--- src/mlfd_pkg.sv ---
package mlfd_pkg;

  localparam int MAX_MARK_BYTES = 4;
  localparam int MARK_LIMIT = (MAX_MARK_BYTES < 4) ? MAX_MARK_BYTES : 4;

  localparam logic [2:0] REG_HEAD_PATTERN     = 3'd0;
  localparam logic [2:0] REG_HEAD_PATTERN_LEN = 3'd1;
  localparam logic [2:0] REG_TAIL_PATTERN     = 3'd2;
  localparam logic [2:0] REG_TAIL_PATTERN_LEN = 3'd3;
  localparam logic [2:0] REG_MAX_FRAME_LEN    = 3'd4;
  localparam logic [2:0] REG_LENGTH_WIDTH     = 3'd5;
  localparam logic [2:0] REG_LENGTH_POS       = 3'd6;
  localparam logic [2:0] REG_LENGTH_ADJUST    = 3'd7;

  localparam logic [1:0] LW_ONE_BYTE  = 2'd0;
  localparam logic [1:0] LW_TWO_BYTES = 2'd1;

  typedef enum logic [2:0] {
    EV_HEAD_MATCH    = 3'd0,
    EV_BODY          = 3'd1,
    EV_HEAD_MISMATCH = 3'd2,
    EV_TOO_LONG      = 3'd3,
    EV_FRAME_ERROR   = 3'd4,
    EV_FRAME_DONE    = 3'd5
  } event_t;

  typedef struct packed {
    logic [31:0] head_pattern;
    logic [2:0]  head_pattern_len;
    logic [31:0] tail_pattern;
    logic [2:0]  tail_pattern_len;
    logic [15:0] max_frame_len;
    logic [1:0]  length_width;
    logic [7:0]  length_pos;
    logic [15:0] length_adjust;
  } cfg_t;

  typedef struct packed {
    logic [7:0]  data_byte;
    logic [15:0] frame_position;
    event_t      ev;
    logic [15:0] frame_length;
  } res_t;

  function automatic logic [2:0] clip_mark_len(input logic [2:0] len);
    return (len > 3'(MARK_LIMIT)) ? 3'(MARK_LIMIT) : len;
  endfunction

endpackage

--- src/marked_length_frame_deframer.sv ---
// Frame parser for a byte stream with a head mark, a little-endian length field
// of one, two or four bytes and a tail mark. Every received byte gives one
// result transaction carrying the byte, its position in the frame and an event
// code; frame_length is non-zero only with the frame complete event. The block
// takes one byte per clock cycle unless stalled; each result is registered:
// an accepted byte sits in the input register while a single pass through the
// frame logic works on it, and the result register takes the outcome when the
// byte advances. A waiting result does not stop the next byte from entering an
// empty input register; the input stalls only while both registers hold a
// transaction and the result is not taken. The user must write configuration
// only while no transaction is in flight; the block itself does not enforce this.
module marked_length_frame_deframer
  import mlfd_pkg::*;
(
  input  logic        clk,
  input  logic        rst,
  input  logic        cfg_write,
  input  logic [2:0]  cfg_index,
  input  logic [31:0] cfg_data,
  input  logic        in_valid,
  output logic        in_ready,
  input  logic [7:0]  rx_byte,
  output logic        out_valid,
  input  logic        out_ready,
  output logic [7:0]  data_byte,
  output logic [15:0] frame_position,
  output logic [2:0]  event_res,
  output logic [15:0] frame_length
);

  cfg_t       cfg;
  logic       advance;
  logic       held_valid;
  logic [7:0] held_byte;
  res_t       step_res;
  res_t       res_r;
  logic       out_valid_r;

  always_ff @(posedge clk) begin
    if (rst) begin
      cfg.head_pattern     <= 32'd0;
      cfg.head_pattern_len <= 3'd0;
      cfg.tail_pattern     <= 32'd0;
      cfg.tail_pattern_len <= 3'd0;
      cfg.max_frame_len    <= 16'hFFFF;
      cfg.length_width     <= 2'd0;
      cfg.length_pos       <= 8'd0;
      cfg.length_adjust    <= 16'd0;
    end else if (cfg_write) begin
      case (cfg_index)
        REG_HEAD_PATTERN:     cfg.head_pattern     <= cfg_data;
        REG_HEAD_PATTERN_LEN: cfg.head_pattern_len <= cfg_data[2:0];
        REG_TAIL_PATTERN:     cfg.tail_pattern     <= cfg_data;
        REG_TAIL_PATTERN_LEN: cfg.tail_pattern_len <= cfg_data[2:0];
        REG_MAX_FRAME_LEN:    cfg.max_frame_len    <= cfg_data[15:0];
        REG_LENGTH_WIDTH:     cfg.length_width     <= cfg_data[1:0];
        REG_LENGTH_POS:       cfg.length_pos       <= cfg_data[7:0];
        REG_LENGTH_ADJUST:    cfg.length_adjust    <= cfg_data[15:0];
        default: ;
      endcase
    end
  end

  assign advance = held_valid && (!out_valid_r || out_ready);

  mlfd_in_stage u_in_stage (
    .clk        (clk),
    .rst        (rst),
    .in_valid   (in_valid),
    .in_ready   (in_ready),
    .rx_byte    (rx_byte),
    .advance    (advance),
    .held_valid (held_valid),
    .held_byte  (held_byte)
  );

  mlfd_core u_core (
    .clk     (clk),
    .rst     (rst),
    .cfg     (cfg),
    .step    (advance),
    .byte_in (held_byte),
    .res     (step_res)
  );

  always_ff @(posedge clk) begin
    if (rst) begin
      out_valid_r <= 1'b0;
    end else if (advance) begin
      out_valid_r <= 1'b1;
    end else if (out_ready) begin
      out_valid_r <= 1'b0;
    end
  end

  always_ff @(posedge clk) begin
    if (advance) begin
      res_r <= step_res;
    end
  end

  assign out_valid      = out_valid_r;
  assign data_byte      = res_r.data_byte;
  assign frame_position = res_r.frame_position;
  assign event_res      = res_r.ev;
  assign frame_length   = res_r.frame_length;

endmodule

--- src/mlfd_in_stage.sv ---
module mlfd_in_stage
  import mlfd_pkg::*;
(
  input  logic       clk,
  input  logic       rst,
  input  logic       in_valid,
  output logic       in_ready,
  input  logic [7:0] rx_byte,
  input  logic       advance,
  output logic       held_valid,
  output logic [7:0] held_byte
);

  logic       valid_r;
  logic [7:0] byte_r;

  assign in_ready   = !valid_r || advance;
  assign held_valid = valid_r;
  assign held_byte  = byte_r;

  always_ff @(posedge clk) begin
    if (rst) begin
      valid_r <= 1'b0;
    end else if (in_valid && in_ready) begin
      valid_r <= 1'b1;
    end else if (advance) begin
      valid_r <= 1'b0;
    end
  end

  always_ff @(posedge clk) begin
    if (in_valid && in_ready) begin
      byte_r <= rx_byte;
    end
  end

endmodule

--- src/mlfd_core.sv ---
module mlfd_core
  import mlfd_pkg::*;
(
  input  logic       clk,
  input  logic       rst,
  input  cfg_t       cfg,
  input  logic       step,
  input  logic [7:0] byte_in,
  output res_t       res
);

  logic [15:0] position;
  logic [31:0] length_bytes;
  logic [31:0] tail_window;
  logic [15:0] position_next;
  logic [31:0] length_bytes_next;
  logic [31:0] tail_window_next;

  logic [2:0]  hlen;
  logic [2:0]  tlen;
  logic [2:0]  nbytes;
  logic        in_head;
  logic [7:0]  head_byte;
  logic [16:0] field_start;
  logic [16:0] field_end;
  logic        in_field;
  logic [1:0]  field_k;
  logic [15:0] pos_inc;
  logic [31:0] len_stored;
  logic [31:0] tail_stored;
  logic        field_done;
  logic [32:0] total;
  logic        too_long;
  logic        tail_ok;
  logic        restart;
  event_t      ev;
  logic [15:0] flen;

  always_comb begin
    case (cfg.length_width)
      LW_ONE_BYTE:  nbytes = 3'd1;
      LW_TWO_BYTES: nbytes = 3'd2;
      default:      nbytes = 3'd4;
    endcase
  end

  assign hlen        = clip_mark_len(cfg.head_pattern_len);
  assign tlen        = clip_mark_len(cfg.tail_pattern_len);
  assign in_head     = position < 16'(hlen);
  assign head_byte   = cfg.head_pattern[{position[1:0], 3'b000} +: 8];
  assign field_start = {9'b0, cfg.length_pos};
  assign field_end   = field_start + {14'b0, nbytes};
  assign in_field    = ({1'b0, position} >= field_start) && ({1'b0, position} < field_end);
  assign field_k     = position[1:0] - cfg.length_pos[1:0];
  assign pos_inc     = position + 16'd1;
  assign len_stored  = in_field ? (length_bytes | ({24'b0, byte_in} << {field_k, 3'b000}))
                                : length_bytes;
  assign tail_stored = {tail_window[23:0], byte_in};
  assign field_done  = {1'b0, pos_inc} >= field_end;
  assign total       = {1'b0, len_stored} + {17'b0, cfg.length_adjust};
  assign too_long    = total > {17'b0, cfg.max_frame_len};

  always_comb begin
    logic [2:0] j;
    tail_ok = pos_inc >= 16'(tlen);
    for (int i = 0; i < 4; i++) begin
      j = tlen - 3'd1 - 3'(i);
      if (3'(i) < tlen &&
          cfg.tail_pattern[8*i +: 8] != tail_stored[{j[1:0], 3'b000} +: 8]) begin
        tail_ok = 1'b0;
      end
    end
  end

  always_comb begin
    restart = 1'b0;
    flen    = 16'd0;
    if (in_head) begin
      if (head_byte == byte_in) begin
        ev = EV_HEAD_MATCH;
      end else begin
        ev      = EV_HEAD_MISMATCH;
        restart = 1'b1;
      end
    end else begin
      ev = EV_BODY;
      if (field_done) begin
        if (too_long) begin
          ev      = EV_TOO_LONG;
          restart = 1'b1;
        end else if ({17'b0, pos_inc} == total && tail_ok) begin
          ev      = EV_FRAME_DONE;
          flen    = total[15:0];
          restart = 1'b1;
        end else if ({17'b0, pos_inc} >= total) begin
          ev      = EV_FRAME_ERROR;
          restart = 1'b1;
        end
      end
    end
  end

  always_comb begin
    if (restart) begin
      position_next     = 16'd0;
      length_bytes_next = 32'd0;
      tail_window_next  = 32'd0;
    end else begin
      position_next     = pos_inc;
      length_bytes_next = len_stored;
      tail_window_next  = tail_stored;
    end
  end

  assign res.data_byte      = byte_in;
  assign res.frame_position = position;
  assign res.ev             = ev;
  assign res.frame_length   = flen;

  always_ff @(posedge clk) begin
    if (rst) begin
      position     <= 16'd0;
      length_bytes <= 32'd0;
      tail_window  <= 32'd0;
    end else if (step) begin
      position     <= position_next;
      length_bytes <= length_bytes_next;
      tail_window  <= tail_window_next;
    end
  end

endmodule

--- config.mk ---
export PLATFORM = sky130hd
export DESIGN_NAME = marked_length_frame_deframer
export DESIGN_NICKNAME = d
export VERILOG_FILES = /design/src/mlfd_pkg.sv /design/src/marked_length_frame_deframer.sv /design/src/mlfd_in_stage.sv /design/src/mlfd_core.sv
export SDC_FILE = /design/constraint.sdc
export NUM_CORES = 1
export LEC_CHECK = 0
export BUFFER_PORTS_ARGS = -buffer_cell sky130_fd_sc_hd__buf_2
export CORE_MARGIN = 8
export CORE_UTILIZATION = 65
export DETAILED_ROUTE_END_ITERATION = 10
export PLACE_DENSITY = 0.95
export SYNTH_ARGS = -nofsm -noshare
export SYNTH_HDL_FRONTEND = slang
export SYNTH_HIERARCHICAL = 1
export SYNTH_SLANG_ARGS = --single-unit
--- constraint.sdc ---
create_clock -name clk -period 13 [get_ports clk]
set_clock_uncertainty 0.2 [all_clocks]
set_input_delay 0.65 -clock clk [delete_from_list [all_inputs] [get_ports clk]]
set_output_delay 0.65 -clock clk [all_outputs]
set_load 0.005 [all_outputs]
Word-level counts from Yosys, hierarchy flattened
Index checks and enable logic that the tools add are counted.

Flip-flop bits (word level): 237. Input bits: 48. Output and inout port bits: 45.

$add $sub $neg: 8. Magnitude comparators: 13. Equal/unequal tests: 14. Shifts and indexed selects: 6. Mux-type cells: 27. Bitwise gates (word level): 3. Reductions and logical operators: 25.

Operators by type and width (count): $shiftx A32 B6 Y8 (5); $mux W32 (2); $add A32 B16 Y33 (1); $eq A16 B33 Y1 (1); $ge A16 B33 Y1 (1); $gt A33 B16 Y1 (1); $ne A8 B8 Y1 (4); $or A32 B32 Y32 (1); $shl A8 B5 Y32 (1); $mux W24 (1); $mux W3 (7); $ge A16 B17 Y1 (1); $lt A16 B17 Y1 (1); $add A16 B1 Y16 const B (1); $ge A16 B3 Y1 (1); $ge A16 B8 Y1 (1); $lt A16 B3 Y1 (1); $mux W16 (1); $reduce_and A2 Y1 (8); $mux W1 (14); $eq A3 B3 Y1 const B (4); $add A8 B3 Y9 (1); $eq A8 B8 Y1 (1); $logic_and A1 B1 Y1 (8); other kinds (18) (28).

Longest topological paths before layout
Depth in word-level cells: 16. Depth in mapped cells: 41. Gate-level depth less buffers: 35.

Modules after synthesis
Netlist, hierarchy kept.

Modules (own cells, without submodules): mlfd_core (instances 1, cells each 889, area an instance 7659.8 µm², sequential area each 1441.4 µm²); marked_length_frame_deframer (instances 1, cells each 475, area an instance 5881.9 µm², sequential area each 3553.4 µm²); mlfd_in_stage (instances 1, cells each 13, area an instance 295.3 µm², sequential area each 260.2 µm²).

Worst setup path after synthesis
No wires, ideal clock.

Path type: flip-flop to flip-flop. Start: reg, netlist name cfg[25]. End: reg u_core.tail_window[1]. Arrival time: 7.136 ns. Path slack: 5.547 ns. Stages on the path, launching flop included: 40. Buffers on the path: 5. Period minus slack after synthesis: 7.453 ns. Cell sequence: dfxtp_1 > nor2_1 > ha_1 > fa_1 > a21oi_1 > nor2_1 > nand3_1 > ha_1 > nor4b_1 > o21ai_0 > or3b_2 > clkbuf_1 > nand2_1 > o21ai_4 > clkbuf_1 > and3b_1 > clkbuf_1 > a21o_1 > (+4 left out) > o21ai_0 > xor2_1 > inv_1 > ha_1 > and3_1 > o221ai_1 > a31oi_1 > o21ai_0 > nand2_1 > a21oi_1 > maj3_1 > o21a_1 > a211oi_1 > a21oi_2 > and2_1 > buf_6 > buf_6 > a22o_1.

Cells in the longest elaborated chain, start to end: 14. Elaborated cells on any way between the ends: 19.

RTL lines: $eq A2 B1 Y1 or $logic_not A2 Y1 (tied branches) (line mlfd_core.sv:40) `case (cfg.length_width)`; $pmux W3 S2 (*) (line mlfd_core.sv:40); $add A8 B3 Y9 (*) (line mlfd_core.sv:52) `assign field_end = field_start + {14'b0, nbytes};`; $lt A16 B17 Y1 (line mlfd_core.sv:53) `assign in_field = ({1'b0, position} >= field_start) && ({1'b0, position} < field_end);`; $logic_and A1 B1 Y1 (line mlfd_core.sv:53); $mux W32 (line mlfd_core.sv:56) `assign len_stored = in_field ? (length_bytes | ({24'b0, byte_in} << {field_k, 3'b000}))`; $add A32 B16 Y33 (line mlfd_core.sv:60) `assign total = {1'b0, len_stored} + {17'b0, cfg.length_adjust};`; $ge A16 B33 Y1 or $eq A16 B33 Y1 (tied branches) (line mlfd_core.sv:95, mlfd_core.sv:91); $mux W1 or $logic_and A1 B1 Y1 (tied branches) (line mlfd_core.sv:95, mlfd_core.sv:91); $mux W1 (line mlfd_core.sv:91) `end else if ({17'b0, pos_inc} == total && tail_ok) begin`; $mux W1 (line mlfd_core.sv:88) `if (too_long) begin`; $mux W1 (*) (line mlfd_core.sv:87) `if (field_done) begin`; $mux W1 (*) (line mlfd_core.sv:78) `if (in_head) begin`; $mux W24 (*) (line mlfd_core.sv:104) `if (restart) begin`; end signal, assigned (line mlfd_core.sv:128) `tail_window <= tail_window_next;`; end, declared (line mlfd_core.sv:14) `logic [31:0] tail_window;`.

Mark *: on every way between the ends. The rest lies on a longest branch, timed or not. A chain may end at the register's enable or synchronous reset.

Worst setup path in the final report
Start: reg, netlist name cfg[25]. End: reg u_core.tail_window[16].

Cells in the longest elaborated chain, start to end: 14. Elaborated cells on any way between the ends: 19.

RTL lines (line): $eq A2 B1 Y1 or $logic_not A2 Y1 (tied branches) (mlfd_core.sv:40); $pmux W3 S2 (*) (mlfd_core.sv:40); $add A8 B3 Y9 (*) (mlfd_core.sv:52); $lt A16 B17 Y1 (mlfd_core.sv:53); $logic_and A1 B1 Y1 (mlfd_core.sv:53); $mux W32 (mlfd_core.sv:56); $add A32 B16 Y33 (mlfd_core.sv:60); $ge A16 B33 Y1 or $eq A16 B33 Y1 (tied branches) (mlfd_core.sv:95, mlfd_core.sv:91); $mux W1 or $logic_and A1 B1 Y1 (tied branches) (mlfd_core.sv:95, mlfd_core.sv:91); $mux W1 (mlfd_core.sv:91); $mux W1 (mlfd_core.sv:88); $mux W1 (*) (mlfd_core.sv:87); $mux W1 (*) (mlfd_core.sv:78); $mux W24 (*) (mlfd_core.sv:104).

Marked as above.

==> impl_metrics.csv <==
group,metric,value,unit
clock_network,htreeDepth,1,
synth,synthTopCellsByCount,"dfxtp_1, mux2i_1, nand2b_1",
synth,yosysUniqueCellTypes,81,
clock_network,cts.clk_slew.worst_paths,0.06,ns
layout,multiInputGateArea,7950,sq um
timing,worst_slew_pin_slew,1.14,ns
placed_design,gp_congestion,0.997,
timing,hold_violations,0,
clock_network,cts_tree,"done",
floorplanning,dieArea,26200,sq um
timing,final-setup-viol-count,0,
grt,grt_max_degree,135,
layout,seqCellArea,5260,sq um
layout,syn_to_final_growth,10.2,%
synth,syn_area,13800,sq um
power_and_ir_drop,leakage,6.87,nW
floorplanning,die_width,162,um
floorplanning,num_rows,53,
critical_path,arrival,9.28,ns
critical_path,cp-start-kind,"flop",
synth,synth_edf_count,51,
floorplanning,ios,93,
status,outcome,"finished clean",
clock_network,clock-root-buffer,"clkbuf_16",
placed_design,io_buffers,92,
grt,grt_pass1_vias,10786,
route,ant_nets,0,
clock_network,clock-sinks,237,
synth,synth.top_cell.area_share,26.9,%
critical_path,cpPeakStageDelay,0.92,ns
placed_design,dpl.hpwl,26.0,mm
synth,synth_top_area_cell,"dfxtp_1",
floorplanning,core,21000,sq um
synth,yosysSeqAreaShare,38.0,%
job,cap_violations,0,
route,drcViolationCount,0,
clock_network,cts_hold_buf,0,
synth,synth_area_per_cell,10.0,sq um
power_and_ir_drop,powerDensity,128,nW/um^2
critical_path,critPathKind,"reg -> reg",
critical_path,end_kind,"flop",
synth,ys_warn_count,6,
layout,n_fill_cell,1482,
grt,antenna_found_initial,0,
grt,grt_pass1_wl,58.4,mm
route,wl,37.3,mm
clock_network,cts-resized-gates,0,
timing,slew_headroom,23.8,%
timing,fin_tns_setup,0,ns
critical_path,required,13.27,ns
layout,post_route_cells_drive_above_1_share,14.2,%
route,first_pass_iters,7,
timing,finalCritPeriodShare,69.3,%
layout,nets,1549,
grt,grtUsageTotal,27.5,%
route,vias,11198,
power_and_ir_drop,max-vdd-ir-drop,0.000132,V
synth,synth.most_common_cell,"dfxtp_1",
route,initialDrtViolationCount,1151,
clock_network,clock_latency,0.55,ns
timing,timing.hold.ws,0.0936,ns
synth,synth-seq-cells,237,
critical_path,crit_fanout,45,
floorplanning,initial_core_util,66.0,%
timing,drv_slew,0,
grt,grt_overflow_total,0,
synth,synth_area_leaders,"dfxtp_1, edfxtp_1, mux2i_1, ha_1, nand2b_1",
worst_hold_path,min-delay-path-class,"in -> reg",
critical_path,cpMostUsedCell,"ha_1",
layout,antenna_cells,0,
critical_path,crit_slowest_cell,"nor3b_1",
clock_network,cts_buffers,25,
route,wl_per_cell,21.7,um
synth,ys.flop_type,"dfxtp_1",
clock_network,clk_path_buf_depth,3,
timing,rsz0062_at_grt,"false",
floorplanning,die_h,162,um
synth,async_flop_share,0,%
timing,fin_crit,9.01,ns
route,vias_per_cell,6.53,
timing,fmax,111,MHz
synth,syn-num-nets,1504,
synth,syn_inst,1377,
clock_network,post_cts_buffers,0,
[layer usage]
| layer | share of wire [%] | GRT usage, % | vias to the layer above |
|---|---|---|---|
| met4 | 4.0 | 10.3 | 0 |
| met5 | 0 | 0 | - |
| met3 | 9.5 | 5.37 | 116 |
| met2 | 46 | 44.3 | 664 |
| li1 | - | - | 5085 |
| met1 | 41 | 36.2 | 5333 |
[cell type report]
class | count | share of cell area, %
inverter | 58 | 1.43
tap | 275 | 2.26
sequential | 237 | 34.5
clock inverter | 14 | 1.27
clock buffer | 31 | 4.52
timing repair buffer | 110 | 3.92
multi-input combinational | 990 | 52.1
[cell usage in the layout (no fill, tap or decap), types with 26 or more instances in the layout]
master / n
nor2_1: 64
nand2b_1: 136
ha_1: 76
inv_1: 57
o21ai_0: 38
xnor2_1: 48
a22o_1: 48
dfxtp_1: 186
buf_2: 91
mux2i_1: 148
xor2_1: 34
clkbuf_16: 26
nand2_1: 59
a21oi_1: 27
edfxtp_1: 51
a21o_1: 27
[flip-flops by register name, indices dropped and copies added (netlist names)]
name and count:
cfg 112, u_core/position 16, data_byte 8, out_valid 1
u_core/tail_window 24, frame_position 16, u_in_stage/held_valid 1, u_in_stage/held_byte 8
u_core/length_bytes 32, event_res 3, frame_length 16
[worst max-delay path: cells and delay by family (launching register included)]
family | cells | cell delay, ns
compound gates | 11 | 3.20
xor+xnor | 2 | 0.56
fa+ha+maj | 6 | 1.89
buf+inv | 2 | 0.55
flops | 1 | 0.37
simple gates | 9 | 2.13
[final timing paths]
kind,startpoint,cells past startpoint,end,slack [ns]
worst max-delay path,cfg[25]$_SDFFE_PP0P_,30,u_core/tail_window[16]$_SDFFE_PP0P_,3.99
worst min-delay path,rx_byte[3],1,u_in_stage/held_byte[3]$_DFFE_PP_,0.09
worst max register to register,cfg[25]$_SDFFE_PP0P_,30,u_core/tail_window[16]$_SDFFE_PP0P_,3.99
worst min register to register,u_core/length_bytes[16]$_SDFFE_PP0P_,2,u_core/length_bytes[16]$_SDFFE_PP0P_,0.25
[per-stage QoR]
step,power (mW),cell area [sq um],worst slack (ns),utilization (%),instances
finish,1.95,15200,3.99,72.8,1715
CTS,1.94,15200,4.25,72.8,1715
detailed placement,1.18,14400,4.33,68.5,1670
global route,2.01,15200,3.59,72.8,1715
global placement,1.17,14400,4.65,68.5,1670
floorplan,1.07,13800,5.55,-,1377
[cells by family after synthesis]
logic type,Yosys count,share of synthesized area [%]
multiplexers,173,14.7
adder cells (fa/ha/maj),81,7.45
flip-flops,237,38.0
AO/OA/AOI/OAI,245,13.0
XOR/XNOR,82,5.19
buffers and inverters,150,4.86
AND/OR/NAND/NOR,409,16.8
[power by group]
part           switching, mW  internal [mW]  total, mW
sequential            0.0197          0.780      0.800
combinational          0.243          0.140      0.383
clock                  0.307          0.459      0.766
Note: power is estimated with default switching activity, not from simulation.
